**src/rtl/core/arpr_pkg.sv**
```systemverilog
// arpr_pkg: shared constants, codes and result type of the arp resolver
package arpr_pkg;

  localparam int CACHE_ENTRIES_DEF   = 16;
  localparam int REQUEST_ENTRIES_DEF = 8;
  localparam int WAITING_SLOTS_DEF   = 16;

  localparam int OUT_LIMIT   = 17;
  localparam int FLUSH_LIMIT = OUT_LIMIT - 1;
  localparam int FCNT_W      = $clog2(FLUSH_LIMIT + 1);

  localparam logic [47:0] BROADCAST_MAC  = 48'hFFFF_FFFF_FFFF;
  localparam logic [15:0] ETYPE_IPV4     = 16'h0800;
  localparam logic [15:0] ETYPE_ARP      = 16'h0806;
  localparam logic [15:0] HW_ETHERNET    = 16'h0001;
  localparam logic [15:0] ARP_OP_REQUEST = 16'h0001;

  localparam logic [31:0] LIFETIME_RESET = 32'd30000;
  localparam logic [31:0] HOLDOFF_RESET  = 32'd5000;

  typedef enum logic [1:0] {
    CFG_OWN_MAC  = 2'd0,
    CFG_OWN_IP   = 2'd1,
    CFG_LIFETIME = 2'd2,
    CFG_HOLDOFF  = 2'd3
  } cfg_index_t;

  typedef enum logic [1:0] {
    OP_SEND = 2'd0,
    OP_RECV = 2'd1,
    OP_TICK = 2'd2
  } opcode_t;

  typedef enum logic [2:0] {
    K_IPV4      = 3'd0,
    K_ARP_REQ   = 3'd1,
    K_ARP_REPLY = 3'd2,
    K_DELIVER   = 3'd3,
    K_DROP      = 3'd4
  } kind_t;

  typedef struct packed {
    logic [2:0]  kind;
    logic [47:0] mac;
    logic [31:0] tip;
    logic [7:0]  tag;
  } result_t;

endpackage

```
**src/rtl/core/arpr_ram.sv**
```systemverilog
// arpr_ram: generic single write port ram with registered read
module arpr_ram #(
  parameter int WIDTH = 32,
  parameter int DEPTH = 16,
  parameter int AW    = (DEPTH > 1) ? $clog2(DEPTH) : 1
) (
  input  logic             clk,
  input  logic             we,
  input  logic [AW-1:0]    waddr,
  input  logic [WIDTH-1:0] wdata,
  input  logic [AW-1:0]    raddr,
  output logic [WIDTH-1:0] rdata
);

  logic [WIDTH-1:0] mem [DEPTH];

  always_ff @(posedge clk) begin
    if (we) begin
      mem[waddr] <= wdata;
    end
    rdata <= mem[raddr];
  end

endmodule

```
**src/rtl/core/arp_resolver_with_aging_top.sv**
```systemverilog
// arp_resolver_with_aging_top: arp cache with aging, request table and parked datagrams
//
// Works on one input beat at a time; in_ready is high only while no beat is in work.
// Cache, request and waiting tables live in three rams with registered read;
// their valid bits are flip-flops, so reset clears them at once and no clearing pass
// is needed. Each scan skips an invalid entry and for a valid entry reads it, then
// compares or updates it. A send scans the cache and, on a miss, the request table
// and then parks the datagram, with a further scan of the request table when it is
// full; a learning ARP frame scans the cache (twice when the cache is full) and then
// the waiting slots for the flush; a tick scans the cache and the request table.
// Results leave through a one-entry hold stage and an output register; a stalled
// output holds the scan.
module arp_resolver_with_aging_top #(
  parameter int CACHE_ENTRIES   = arpr_pkg::CACHE_ENTRIES_DEF,
  parameter int REQUEST_ENTRIES = arpr_pkg::REQUEST_ENTRIES_DEF,
  parameter int WAITING_SLOTS   = arpr_pkg::WAITING_SLOTS_DEF
) (
  input  logic        clk,
  input  logic        rst,
  input  logic        cfg_write,
  input  logic [1:0]  cfg_index,
  input  logic [47:0] cfg_data,
  input  logic        in_valid,
  output logic        in_ready,
  input  logic [1:0]  opcode,
  input  logic [31:0] gateway_ip,
  input  logic [7:0]  datagram_tag,
  input  logic [47:0] frame_dst_mac,
  input  logic [15:0] frame_type,
  input  logic [15:0] arp_hardware_type,
  input  logic [15:0] arp_protocol_type,
  input  logic [15:0] arp_operation,
  input  logic [47:0] sender_mac,
  input  logic [31:0] sender_ip,
  input  logic [31:0] target_ip,
  input  logic [31:0] elapsed_ms,
  output logic        out_valid,
  input  logic        out_ready,
  output logic [2:0]  kind,
  output logic [47:0] dest_mac,
  output logic [31:0] arp_target_address,
  output logic [7:0]  out_tag,
  output logic        last
);

  localparam int CW = (CACHE_ENTRIES > 1) ? $clog2(CACHE_ENTRIES) : 1;
  localparam int RW = (REQUEST_ENTRIES > 1) ? $clog2(REQUEST_ENTRIES) : 1;
  localparam int WW = (WAITING_SLOTS > 1) ? $clog2(WAITING_SLOTS) : 1;
  localparam logic [CW-1:0] C_LAST = CW'(CACHE_ENTRIES - 1);
  localparam logic [RW-1:0] R_LAST = RW'(REQUEST_ENTRIES - 1);
  localparam logic [WW-1:0] W_LAST = WW'(WAITING_SLOTS - 1);
  localparam int FCNT_W = arpr_pkg::FCNT_W;

  typedef struct packed {
    logic [31:0] ip;
    logic [47:0] mac;
    logic [31:0] age;
  } cache_ent_t;

  typedef struct packed {
    logic [31:0] ip;
    logic [31:0] age;
  } req_ent_t;

  typedef struct packed {
    logic [31:0] ip;
    logic [7:0]  tag;
  } wait_ent_t;

  typedef enum logic [3:0] {
    IDLE, CF, RF, RQ, RV, PARK, FILT, LF, LV, LW, FL, RPL, TKC, TKR, FIN
  } state_t;

  state_t state;

  logic [47:0] own_mac;
  logic [31:0] own_ip;
  logic [31:0] lifetime;
  logic [31:0] holdoff;

  logic [31:0] nh_ip;
  logic [7:0]  tag;
  logic [47:0] dmac;
  logic [15:0] ftype;
  logic [15:0] hwt;
  logic [15:0] prt;
  logic [15:0] aop;
  logic [47:0] smac;
  logic [31:0] sip;
  logic [31:0] tip;
  logic [31:0] elapsed;

  logic [CACHE_ENTRIES-1:0]   cvalid;
  logic [REQUEST_ENTRIES-1:0] rvalid;
  logic [WAITING_SLOTS-1:0]   wvalid;

  logic [CW-1:0]     cidx;
  logic [RW-1:0]     ridx;
  logic [WW-1:0]     widx;
  logic              ph;
  logic              rfound;
  logic [31:0]       best_age;
  logic [CW-1:0]     best_c;
  logic [RW-1:0]     best_r;
  logic [CW-1:0]     lslot;
  logic [FCNT_W-1:0] fcnt;

  logic             c_we;
  logic [CW-1:0]    c_wa;
  cache_ent_t       c_wd;
  cache_ent_t       c_rd;
  logic             r_we;
  logic [RW-1:0]    r_wa;
  req_ent_t         r_wd;
  req_ent_t         r_rd;
  logic             w_we;
  logic [WW-1:0]    w_wa;
  wait_ent_t        w_wd;
  wait_ent_t        w_rd;

  logic              p_valid;
  arpr_pkg::result_t p_res;
  logic              o_valid;
  arpr_pkg::result_t o_res;
  logic              o_last;

  logic              out_free;
  logic              can_put;
  logic              put_req;
  arpr_pkg::result_t put_res;

  logic          c_free_found;
  logic [CW-1:0] c_free_idx;
  logic          r_free_found;
  logic [RW-1:0] r_free_idx;
  logic          w_free_found;
  logic [WW-1:0] w_free_idx;

  logic          c_cand;
  logic [CW-1:0] c_best_end;
  logic          r_cand;
  logic [RW-1:0] r_best_end;
  logic          reply_due;

  arpr_ram #(.WIDTH($bits(cache_ent_t)), .DEPTH(CACHE_ENTRIES)) u_cache_ram (
    .clk   (clk),
    .we    (c_we),
    .waddr (c_wa),
    .wdata (c_wd),
    .raddr (cidx),
    .rdata (c_rd)
  );

  arpr_ram #(.WIDTH($bits(req_ent_t)), .DEPTH(REQUEST_ENTRIES)) u_req_ram (
    .clk   (clk),
    .we    (r_we),
    .waddr (r_wa),
    .wdata (r_wd),
    .raddr (ridx),
    .rdata (r_rd)
  );

  arpr_ram #(.WIDTH($bits(wait_ent_t)), .DEPTH(WAITING_SLOTS)) u_wait_ram (
    .clk   (clk),
    .we    (w_we),
    .waddr (w_wa),
    .wdata (w_wd),
    .raddr (widx),
    .rdata (w_rd)
  );

  // first free entry of each table
  always_comb begin
    c_free_found = 1'b0;
    c_free_idx   = '0;
    for (int i = CACHE_ENTRIES - 1; i >= 0; i--) begin
      if (!cvalid[i]) begin
        c_free_found = 1'b1;
        c_free_idx   = CW'(i);
      end
    end
    r_free_found = 1'b0;
    r_free_idx   = '0;
    for (int i = REQUEST_ENTRIES - 1; i >= 0; i--) begin
      if (!rvalid[i]) begin
        r_free_found = 1'b1;
        r_free_idx   = RW'(i);
      end
    end
    w_free_found = 1'b0;
    w_free_idx   = '0;
    for (int i = WAITING_SLOTS - 1; i >= 0; i--) begin
      if (!wvalid[i]) begin
        w_free_found = 1'b1;
        w_free_idx   = WW'(i);
      end
    end
  end

  assign c_cand     = (cidx == '0) || (c_rd.age < best_age);
  assign c_best_end = c_cand ? cidx : best_c;
  assign r_cand     = (ridx == '0) || (r_rd.age < best_age);
  assign r_best_end = r_cand ? ridx : best_r;
  assign reply_due  = (aop == arpr_pkg::ARP_OP_REQUEST) && (tip == own_ip);

  assign out_free = !o_valid || out_ready;
  assign can_put  = !p_valid || out_free;

  always_comb begin
    put_req = 1'b0;
    put_res = '0;
    case (state)
      CF: begin
        if (ph && c_rd.ip == nh_ip) begin
          put_req = 1'b1;
          put_res = '{kind: arpr_pkg::K_IPV4, mac: c_rd.mac, tip: 32'd0, tag: tag};
        end
      end
      RQ: begin
        if (!rfound) begin
          put_req = 1'b1;
          put_res = '{kind: arpr_pkg::K_ARP_REQ, mac: arpr_pkg::BROADCAST_MAC,
                      tip: nh_ip, tag: 8'd0};
        end
      end
      PARK: begin
        if (!w_free_found) begin
          put_req = 1'b1;
          put_res = '{kind: arpr_pkg::K_DROP, mac: 48'd0, tip: 32'd0, tag: tag};
        end
      end
      FILT: begin
        if ((dmac == own_mac || dmac == arpr_pkg::BROADCAST_MAC) &&
            ftype == arpr_pkg::ETYPE_IPV4) begin
          put_req = 1'b1;
          put_res = '{kind: arpr_pkg::K_DELIVER, mac: 48'd0, tip: 32'd0, tag: tag};
        end
      end
      FL: begin
        if (ph && w_rd.ip == sip && fcnt < FCNT_W'(arpr_pkg::FLUSH_LIMIT)) begin
          put_req = 1'b1;
          put_res = '{kind: arpr_pkg::K_IPV4, mac: smac, tip: 32'd0, tag: w_rd.tag};
        end
      end
      RPL: begin
        if (reply_due) begin
          put_req = 1'b1;
          put_res = '{kind: arpr_pkg::K_ARP_REPLY, mac: smac, tip: sip, tag: 8'd0};
        end
      end
      default: ;
    endcase
  end

  always_ff @(posedge clk) begin
    if (rst) begin
      state    <= IDLE;
      own_mac  <= '0;
      own_ip   <= '0;
      lifetime <= arpr_pkg::LIFETIME_RESET;
      holdoff  <= arpr_pkg::HOLDOFF_RESET;
      cvalid   <= '0;
      rvalid   <= '0;
      wvalid   <= '0;
      p_valid  <= 1'b0;
      o_valid  <= 1'b0;
      c_we     <= 1'b0;
      r_we     <= 1'b0;
      w_we     <= 1'b0;
    end else begin
      c_we <= 1'b0;
      r_we <= 1'b0;
      w_we <= 1'b0;

      if (cfg_write) begin
        case (arpr_pkg::cfg_index_t'(cfg_index))
          arpr_pkg::CFG_OWN_MAC:  own_mac  <= cfg_data;
          arpr_pkg::CFG_OWN_IP:   own_ip   <= cfg_data[31:0];
          arpr_pkg::CFG_LIFETIME: lifetime <= cfg_data[31:0];
          arpr_pkg::CFG_HOLDOFF:  holdoff  <= cfg_data[31:0];
          default: ;
        endcase
      end

      if (out_ready) begin
        o_valid <= 1'b0;
      end

      if (put_req && can_put) begin
        if (p_valid) begin
          o_valid <= 1'b1;
          o_res   <= p_res;
          o_last  <= 1'b0;
        end
        p_valid <= 1'b1;
        p_res   <= put_res;
      end

      case (state)
        IDLE: begin
          if (in_valid) begin
            nh_ip   <= gateway_ip;
            tag     <= datagram_tag;
            dmac    <= frame_dst_mac;
            ftype   <= frame_type;
            hwt     <= arp_hardware_type;
            prt     <= arp_protocol_type;
            aop     <= arp_operation;
            smac    <= sender_mac;
            sip     <= sender_ip;
            tip     <= target_ip;
            elapsed <= elapsed_ms;
            cidx    <= '0;
            ridx    <= '0;
            widx    <= '0;
            ph      <= 1'b0;
            rfound  <= 1'b0;
            fcnt    <= '0;
            case (arpr_pkg::opcode_t'(opcode))
              arpr_pkg::OP_SEND: state <= CF;
              arpr_pkg::OP_RECV: state <= FILT;
              arpr_pkg::OP_TICK: state <= TKC;
              default:           state <= FIN;
            endcase
          end
        end

        // send: cache lookup
        CF: begin
          if (!ph && cvalid[cidx]) begin
            ph <= 1'b1;
          end else if (ph && c_rd.ip == nh_ip) begin
            if (can_put) begin
              state <= FIN;
            end
          end else begin
            ph <= 1'b0;
            if (cidx == C_LAST) begin
              state <= RF;
            end else begin
              cidx <= cidx + 1'b1;
            end
          end
        end

        // send: outstanding request lookup
        RF: begin
          if (!ph && rvalid[ridx]) begin
            ph <= 1'b1;
          end else if (ph && r_rd.ip == nh_ip) begin
            rfound <= 1'b1;
            ph     <= 1'b0;
            state  <= RQ;
          end else begin
            ph <= 1'b0;
            if (ridx == R_LAST) begin
              state <= RQ;
            end else begin
              ridx <= ridx + 1'b1;
            end
          end
        end

        RQ: begin
          if (rfound) begin
            state <= PARK;
          end else if (can_put) begin
            if (r_free_found) begin
              r_we                <= 1'b1;
              r_wa                <= r_free_idx;
              r_wd                <= '{ip: nh_ip, age: holdoff};
              rvalid[r_free_idx]  <= 1'b1;
              state               <= PARK;
            end else begin
              ridx  <= '0;
              ph    <= 1'b0;
              state <= RV;
            end
          end
        end

        // send: replace request with least hold-off left
        RV: begin
          if (!ph) begin
            ph <= 1'b1;
          end else begin
            ph <= 1'b0;
            if (r_cand) begin
              best_age <= r_rd.age;
              best_r   <= ridx;
            end
            if (ridx == R_LAST) begin
              r_we  <= 1'b1;
              r_wa  <= r_best_end;
              r_wd  <= '{ip: nh_ip, age: holdoff};
              state <= PARK;
            end else begin
              ridx <= ridx + 1'b1;
            end
          end
        end

        PARK: begin
          if (w_free_found) begin
            w_we               <= 1'b1;
            w_wa               <= w_free_idx;
            w_wd               <= '{ip: nh_ip, tag: tag};
            wvalid[w_free_idx] <= 1'b1;
            state              <= FIN;
          end else if (can_put) begin
            state <= FIN;
          end
        end

        // receive: destination and type filter
        FILT: begin
          if (dmac != own_mac && dmac != arpr_pkg::BROADCAST_MAC) begin
            state <= FIN;
          end else if (ftype == arpr_pkg::ETYPE_IPV4) begin
            if (can_put) begin
              state <= FIN;
            end
          end else if (ftype != arpr_pkg::ETYPE_ARP || hwt != arpr_pkg::HW_ETHERNET ||
                       prt != arpr_pkg::ETYPE_IPV4) begin
            state <= FIN;
          end else begin
            state <= LF;
          end
        end

        // learn: known sender
        LF: begin
          if (!ph && cvalid[cidx]) begin
            ph <= 1'b1;
          end else if (ph && c_rd.ip == sip) begin
            lslot <= cidx;
            ph    <= 1'b0;
            state <= LW;
          end else begin
            ph <= 1'b0;
            if (cidx == C_LAST) begin
              if (c_free_found) begin
                lslot <= c_free_idx;
                state <= LW;
              end else begin
                cidx  <= '0;
                state <= LV;
              end
            end else begin
              cidx <= cidx + 1'b1;
            end
          end
        end

        // learn: replace entry with least lifetime left
        LV: begin
          if (!ph) begin
            ph <= 1'b1;
          end else begin
            ph <= 1'b0;
            if (c_cand) begin
              best_age <= c_rd.age;
              best_c   <= cidx;
            end
            if (cidx == C_LAST) begin
              lslot <= c_best_end;
              state <= LW;
            end else begin
              cidx <= cidx + 1'b1;
            end
          end
        end

        LW: begin
          c_we          <= 1'b1;
          c_wa          <= lslot;
          c_wd          <= '{ip: sip, mac: smac, age: lifetime};
          cvalid[lslot] <= 1'b1;
          widx          <= '0;
          ph            <= 1'b0;
          state         <= FL;
        end

        // flush parked datagrams of the learned address
        FL: begin
          if (!ph && wvalid[widx]) begin
            ph <= 1'b1;
          end else if (put_req && !can_put) begin
            ph <= 1'b1;
          end else begin
            ph <= 1'b0;
            if (put_req) begin
              wvalid[widx] <= 1'b0;
              fcnt         <= fcnt + 1'b1;
            end
            if (widx == W_LAST) begin
              state <= RPL;
            end else begin
              widx <= widx + 1'b1;
            end
          end
        end

        RPL: begin
          if (!reply_due || can_put) begin
            state <= FIN;
          end
        end

        // tick: age the cache
        TKC: begin
          if (!ph && cvalid[cidx]) begin
            ph <= 1'b1;
          end else begin
            if (ph) begin
              if (c_rd.age < elapsed) begin
                cvalid[cidx] <= 1'b0;
              end else begin
                c_we <= 1'b1;
                c_wa <= cidx;
                c_wd <= '{ip: c_rd.ip, mac: c_rd.mac, age: c_rd.age - elapsed};
              end
            end
            ph <= 1'b0;
            if (cidx == C_LAST) begin
              state <= TKR;
            end else begin
              cidx <= cidx + 1'b1;
            end
          end
        end

        // tick: age the request table
        TKR: begin
          if (!ph && rvalid[ridx]) begin
            ph <= 1'b1;
          end else begin
            if (ph) begin
              if (r_rd.age < elapsed) begin
                rvalid[ridx] <= 1'b0;
              end else begin
                r_we <= 1'b1;
                r_wa <= ridx;
                r_wd <= '{ip: r_rd.ip, age: r_rd.age - elapsed};
              end
            end
            ph <= 1'b0;
            if (ridx == R_LAST) begin
              state <= FIN;
            end else begin
              ridx <= ridx + 1'b1;
            end
          end
        end

        // hand the held result out as the final beat
        FIN: begin
          if (!p_valid) begin
            state <= IDLE;
          end else if (out_free) begin
            o_valid <= 1'b1;
            o_res   <= p_res;
            o_last  <= 1'b1;
            p_valid <= 1'b0;
            state   <= IDLE;
          end
        end

        default: state <= IDLE;
      endcase
    end
  end

  assign in_ready           = (state == IDLE);
  assign out_valid          = o_valid;
  assign kind               = o_res.kind;
  assign dest_mac           = o_res.mac;
  assign arp_target_address = o_res.tip;
  assign out_tag            = o_res.tag;
  assign last               = o_last;

endmodule
```
**config.mk**
```make
export PLATFORM = sky130hd
export DESIGN_NAME = arp_resolver_with_aging_top
export DESIGN_NICKNAME = d
export VERILOG_FILES = /design/src/rtl/core/arpr_pkg.sv /design/src/rtl/core/arpr_ram.sv /design/src/rtl/core/arp_resolver_with_aging_top.sv
export SDC_FILE = /design/constraint.sdc
export NUM_CORES = 2
export LEC_CHECK = 0
export BUFFER_PORTS_ARGS = -buffer_cell sky130_fd_sc_hd__buf_4
export CORE_ASPECT_RATIO = 0.6
export CORE_MARGIN = 2
export CORE_UTILIZATION = 45
export DETAILED_ROUTE_END_ITERATION = 8
export PLACE_DENSITY = 0.68
export SLEW_MARGIN = 20
export SYNTH_ARGS = -nofsm -noshare
export SYNTH_HDL_FRONTEND = slang
export SYNTH_SLANG_ARGS = --single-unit
```
**constraint.sdc**
```tcl
create_clock -name clk -period 30.7 [get_ports clk]
set_input_delay 0 -clock clk [delete_from_list [all_inputs] [get_ports clk]]
set_output_delay 0 -clock clk [all_outputs]
set_load 0.005 [all_outputs]
```
# Word-level counts from Yosys, hierarchy flattened

Memories as Yosys holds them, arrays and structs flattened. A register that Yosys moved wholly into a read port is not among the register bits.
Index checks and enable logic that the tools add are counted.

Register bits: 960
Latch bits: 0
RAM bits: 2,944
Bits in read-only memories: 0
Bits of input ports: 353
Output and inout bits: 94
Logic and storage cells: 533
Memories kept: 3

Memories:

| name            | words | width | rd ports | clocked after Yosys merged registers in | wr ports | line           | text |
|---|---|---|---|---|---|---|---|
| u_cache_ram.mem | 16    | 112   | 1        | 1                                       | 1        | arpr_ram.sv:15 | `logic [WIDTH-1:0] mem [DEPTH];` |
| u_wait_ram.mem  | 16    | 40    | 1        | 1                                       | 1        | arpr_ram.sv:15 |  |
| u_req_ram.mem   | 8     | 64    | 1        | 1                                       | 1        | arpr_ram.sv:15 |  |

Add/subtract/negate cells: 6
Multiply operators: 0
Div/mod/pow operators: 0
Magnitude comparators: 17
Eq/ne operators: 79
Shifts and indexed selects: 0
Mux-type cells: 288
Bitwise logic cells: 11
Reduce and logical (&&, ||, !) cells: 76

Operator list:

| operator                                      | count |
|---|---|
| 91-bit 2-to-1 mux                             | 6 |
| 91-bit one-hot mux with 6 select lines        | 1 |
| 64-bit 2-to-1 mux                             | 8 |
| 4-bit 2-to-1 mux                              | 86 |
| 112-bit 2-to-1 mux                            | 3 |
| 112-bit one-hot mux with 2 select lines       | 1 |
| 64-bit one-hot mux with 3 select lines        | 1 |
| 90-bit 2-to-1 mux                             | 2 |
| 88-bit 2-to-1 mux                             | 2 |
| 32-bit == test                                | 5 |
| 32-bit less-than comparator                   | 4 |
| 32-bit 2-to-1 mux                             | 4 |
| 16-bit 2-to-1 mux                             | 7 |
| 1-bit 2-to-1 mux                              | 103 |
| 89-bit 2-to-1 mux                             | 1 |
| 3-bit 2-to-1 mux                              | 26 |
| 2-bit inequality test (second input constant) | 35 |
| 16-bit one-hot mux with 2 select lines        | 2 |
| 32-bit one-hot mux with 2 select lines        | 1 |
| 32-bit subtractor                             | 2 |
| 4-bit one-hot mux with 15 select lines        | 1 |
| 48-bit == test                                | 1 |
| 48-bit == test (second input constant)        | 1 |
| 8-bit 2-to-1 mux                              | 6 |
| 64 further kinds                              | 168 |

# Depth between registers and ports, before layout

Word-level depth: 23
Mapped depth: 13
Depth with buffers taken out: 12

# Hierarchy

A second synthesis with hierarchy kept.

Cell total of the unflattened synthesis: 8,532
Area total of the unflattened synthesis: 158,796.0 sq um

Modules (own cells, without submodules):

| module                      | instances | cells each | area each (sq um) | seq. area each (sq um) |
|---|---|---|---|---|
| arpr_ram at u_cache_ram     | 1         | 2,864      | 69,170.1          | 56,053.8 |
| arp_resolver_with_aging_top | 1         | 3,812      | 43,947.1          | 26,895.8 |
| arpr_ram at u_wait_ram      | 1         | 1,040      | 25,131.6          | 20,019.2 |
| arpr_ram at u_req_ram       | 1         | 816        | 20,547.2          | 16,656.0 |

# Worst setup path after synthesis

OpenSTA, ideal clock, no wires.

Path kind: reg-to-reg
From: register elapsed[0]
To: register c_wa[0], enable pin
Setup time: 0.734 ns
Arrival time: 10.212 ns
Data required time: 29.966 ns
Slack: 19.754 ns
Cell stages (with the launch flop): 11
Buffers on the path: 0
Clock period less this slack: 10.946 ns
Path through: edfxtp_1 ha_1 fa_1 nor2b_1 o31a_1 o41ai_1 a21oi_1 nor3b_1 o311a_1 or2_2 nor3_1

Word-level cells in the longest chain between the ends: 3

Ends and longest elaborated chain:

| item                                   | line                               | text |
|---|---|---|
| start, declared                        | arp_resolver_with_aging_top.sv:91  | `logic [31:0] elapsed;` |
| start signal, assigned                 | arp_resolver_with_aging_top.sv:312 | `elapsed <= elapsed_ms;` |
| 32-bit less-than comparator            | arp_resolver_with_aging_top.sv:516 | `if (c_rd.age < elapsed) begin` |
| 2-bit inequality test (no source line) | --                                 |  |
| 5-bit AND reduction (no source line)   | --                                 |  |
| end signal, assigned                   | arp_resolver_with_aging_top.sv:476 | `c_wa <= lslot;` |
| end signal, assigned                   | arp_resolver_with_aging_top.sv:520 | `c_wa <= cidx;` |
| end, declared                          | arp_resolver_with_aging_top.sv:109 | `logic [CW-1:0] c_wa;` |

Every way passes these cells.
A chain may end at the register's enable or synchronous reset.

# Final worst setup path

From: register state[1]
To: register p_res[79] in the netlist's numbering, enable pin

Word-level cells in the longest chain between the ends: 4
Elaborated cells between the ends (all ways): 9
Those cells by class: eq/ne (6); mux (1); reduce/logical (2)

Ends and longest elaborated chain:

| item                                        | line                               | text |
|---|---|---|
| start, declared                             | arp_resolver_with_aging_top.sv:74  | `state_t state;` |
| start signal, assigned                      | arp_resolver_with_aging_top.sv:257 | `state <= IDLE;` |
| start signal, assigned                      | arp_resolver_with_aging_top.sv:320 | `arpr_pkg::OP_SEND: state <= CF;` |
| start signal, assigned                      | arp_resolver_with_aging_top.sv:321 | `arpr_pkg::OP_RECV: state <= FILT;` |
| 4-bit == test, or another cell as far along | arp_resolver_with_aging_top.sv:212 | `case (state)` |
| 1-bit one-hot mux with 6 select lines (*)   | arp_resolver_with_aging_top.sv:212 |  |
| 1-bit logical AND (*)                       | arp_resolver_with_aging_top.sv:289 | `if (put_req && can_put) begin` |
| 2-bit AND reduction (no source line) (*)    | --                                 |  |
| end signal, assigned                        | arp_resolver_with_aging_top.sv:296 | `p_res <= put_res;` |
| end, declared                               | arp_resolver_with_aging_top.sv:122 | `arpr_pkg::result_t p_res;` |

Every way passes the cells marked *; elsewhere a longest branch is shown, timed or not.

==> results.tsv <==
stage	metric	value	unit
power	Clk pwr share	0.352	
power	Int Power	0.0101	W
status	status	finished, final reports clean	
drt	DRC	0	
sta	Fin Setup TNS	0	ns
critical_path	reg-to-reg endpoint	p_res[79]$_DFFE_PP_	
critical_path	Critical Path End Type	flip-flop	
die	total core area	346000	µm²
sta	fmax	149	MHz
power	combinational power share	0.166	
sta	final hold vios	0	
clock_tree	Num CTS Buffers	372	
placement	cell count after placement	13165	
layout	Final nets	10110	
global_routing	vias in the first global route	85394	
critical_path	Crit Path Class	reg2reg	
logic_synthesis	ys flop type	edfxtp_1	
sta	period utilization	0.218	
power	worst vdd ir	0.0000626	V
power	Leak	61.7	nW
global_routing	largest net degree at the start of global routing	161	
die	IO Count	447	
sta	unrepaired setup endpoints after global routing	false	
power	total power	0.0138	W
power	power per cell area	74.1	nW/µm²
logic_synthesis	synthesized netlist cell count	8308	
sta	final-report setup violation count	0	
clock_tree	CTS Buffer Depth	4	
clock_tree	TritonCTS clock tree	done	
global_routing	routing usage on met3	0.0726	
placement	I/O Buffers	446	
layout	P&R area growth vs syn	18.7	%
drt	drt wl/cell	30.4	µm
clock_tree	Worst-Skew Late Latency	0.97	ns
placement	placed inst area	167000	µm²
clock_tree	CTS sink cnt	4120	
sta	worst slew pin tran	1.31	ns
drt	Via Count	87342	
global_routing	GRT busiest layer	met1	
sta	WHS	0.0888	ns
die	row cnt	167	
critical_path	Crit path required time	31.21	ns
hold_path	worst hold path class	in2reg	
sta	Tmin final	6.70	ns
hold_path	hold_sp	cfg_data[29]	
sta	Pins Over Slew Limit	0	
clock_tree	H-tree levels	5	
power	Switching Share	0.269	
global_routing	grt ovf	0	
drt	DRT Pass-1 Iters	6	
clock_tree	Reg clk slew, reported paths	0.07	ns
layout	commonest non-fill, non-tap cell in the layout	edfxtp_1	
logic_synthesis	Yosys warning count	0	
critical_path	R2R depth	9	
logic_synthesis	Post-synth EDFFs	3711	
drt	vias per std cell	5.98	
global_routing	initial antenna violation count	55	
logic_synthesis	Post-Syn Nets	8800	
logic_synthesis	ys async rst share	0	
drt	wirelength, routed	444000	µm
global_routing	met2 global-route usage	0.360	
layout	Finished Layout Cells	14602	
layout	most frequent cells in the layout	edfxtp_1, nand2_1, mux4_2	
global_routing	first-pass GRT wire length	630000	µm
global_routing	GRT Overall Usage	0.246	
die	Die ar.	354000	µm²
clock_tree	setup bufs post-CTS	0	
clock_tree	PostCTS Resize Cnt	0	
critical_path	Setup crit start kind	flip-flop	
logic_synthesis	Synth Cell Area	157000	µm²
layout	post-route cell area	187000	µm²
logic_synthesis	Netlist cell types	82	
logic_synthesis	Seq/Total Area, Yosys	0.762	
power	Seq pwr share	0.482	
die	Initial Util	0.454	
placement	Final GP Congestion	0.941	
hold_path	Worst Hold Path Cells	4	
power	P_sw	0.00372	W
clock_tree	clk root buf	clkbuf_16	
global_routing	GR Util met1	0.367	
die	Die Y-Extent	462	µm
hold_path	sink of the worst hold path	holdoff[29]$_SDFFE_PP0P_	
sta	Clock Skew	0.0965	ns
drt	Iter 0 DRT Violations	12702	
critical_path	arrival time at the worst endpoint	7.21	ns
critical_path	worst-path maximum fanout	48	
sta	Worst slew margin	0.124	
layout	fill count	26290	
logic_synthesis	Avg Cell Area, Syn	18.9	µm²
critical_path	worst reg2reg path startpoint	state[1]$_SDFFE_PP0P_	
critical_path	reg2reg setup slack	24.00	ns
layout	share of layout cells above drive strength 1	0.205	
placement	detailed placer's ending HPWL	259000	µm
run	max-cap check violation count	0	
logic_synthesis	Synth Register Bits	4120	
die	overall die width	767	µm
drt	Final ANT Viol Nets	0	
[metal layers]
metal / vias up / share of wire
li1: 36024 / -
met1: 45727 / 0.42
met2: 4971 / 0.44
met3: 590 / 0.13
met4: 30 / 0.020
met5: - / 0.00043
[metrics by stage]
stage,utilization,setup slack [ns]
after global placement,0.481,24.28
after CTS,0.538,24.13
final,0.539,24.00
after floorplan,-,19.75
after global routing,0.539,23.80
after detailed placement,0.481,24.16
[synthesized netlist by cell type, types with 47 or more instances]
master    instances  share of area
buf_1            68         0.0016
a221o_1          54         0.0034
o21ai_0         147         0.0047
ha_1            137          0.011
mux4_2          770           0.11
mux2_1           90         0.0065
nand3_1          62         0.0020
nor2_1          140         0.0033
inv_1           105         0.0025
nand4_1         118         0.0047
clkbuf_1        306         0.0073
nor4_1           70         0.0028
a21o_1           47         0.0022
a21oi_1         232         0.0074
xor2_1          208          0.012
edfxtp_1       3711           0.71
nand2_1         890          0.021
xnor2_1          58         0.0032
a22oi_1         267          0.013
dfxtp_1         409          0.052
[registers in the layout, summed over array words and instances (netlist names), 40 cells and up]
signal	count
dest_mac	48
p_res	91
u_req_ram.mem	512
u_wait_ram.rdata	40
u_cache_ram.mem	1792
u_req_ram.rdata	64
own_mac	48
u_wait_ram.mem	640
w_wd	40
c_wd	112
r_wd	64
dmac	48
smac	48
u_cache_ram.rdata	112
[worst max-delay path, cell delays in order, from the launching register on]
cell and delay [ns]:
dfxtp_1 0.77, nor2b_1 0.71, nand4_1 0.79, nor4_4 0.96, buf_4 0.54, or2_2 0.46, nor3_1 0.24, nor3_2 0.17
buf_4 0.61, buf_4 0.75
[timing repair]
| item | 4_1_cts | 5_1_grt |
|---|---|---|
| endpoints found under the hold margin | 576 | 0 |
| hold buffers | 724 | 0 |
| setup endpoints to repair | 0 | 0 |
[kinds of logic (layout without fill, tap and decap cells)]
logic type      after synthesis  in the layout  share of synthesized area
simple gates               1473           1473                     0.0420
flops                      4120           4120                      0.762
compound gates              954            954                     0.0413
buf+inv                     493           2117                     0.0120
other cells                   0             23                          0
fa+ha+maj                   139            139                     0.0112
xor+xnor                    266            266                     0.0148
mux                         863            863                      0.117
[power groups by stage]
stage	clock [W]	combinational (W)	sequential (W)
6_report	0.00487	0.00230	0.00667
5_1_grt	0.00512	0.00245	0.00668
4_1_cts	0.00492	0.00227	0.00665
3_5_place_dp	0	0.00217	0.00677
3_3_place_gp	0	0.00216	0.00676
2_1_floorplan	0	0.00147	0.00664
[worst max path at each step]
stage / start / end / slack [ns] / cells past startpoint
after global placement: state[1]$_SDFFE_PP0P_ / p_res[40]$_DFFE_PP_ / 24.28 / 9
after CTS: state[1]$_SDFFE_PP0P_ / p_res[74]$_DFFE_PP_ / 24.13 / 9
after detailed placement: state[1]$_SDFFE_PP0P_ / p_res[40]$_DFFE_PP_ / 24.16 / 9
after global routing: state[1]$_SDFFE_PP0P_ / p_res[79]$_DFFE_PP_ / 23.80 / 9
after floorplan: elapsed[0]$_DFFE_PP_ / c_wa[0]$_DFFE_PP_ / 19.75 / 10
final: state[1]$_SDFFE_PP0P_ / p_res[79]$_DFFE_PP_ / 24.00 / 9
[layout make-up]
class                   count  area, µm²  area share
clock inverters           222       2650      0.0142
multi-input cells        3695      36000       0.193
clock buffers             466       9980      0.0535
inverters                 107        414     0.00222
diodes                     23       57.6    0.000309
well taps                4647       5810      0.0312
flip-flops and latches   4120     120000       0.641
repair buffers           1322      11900      0.0640
Power figures use the tool's default switching activity.
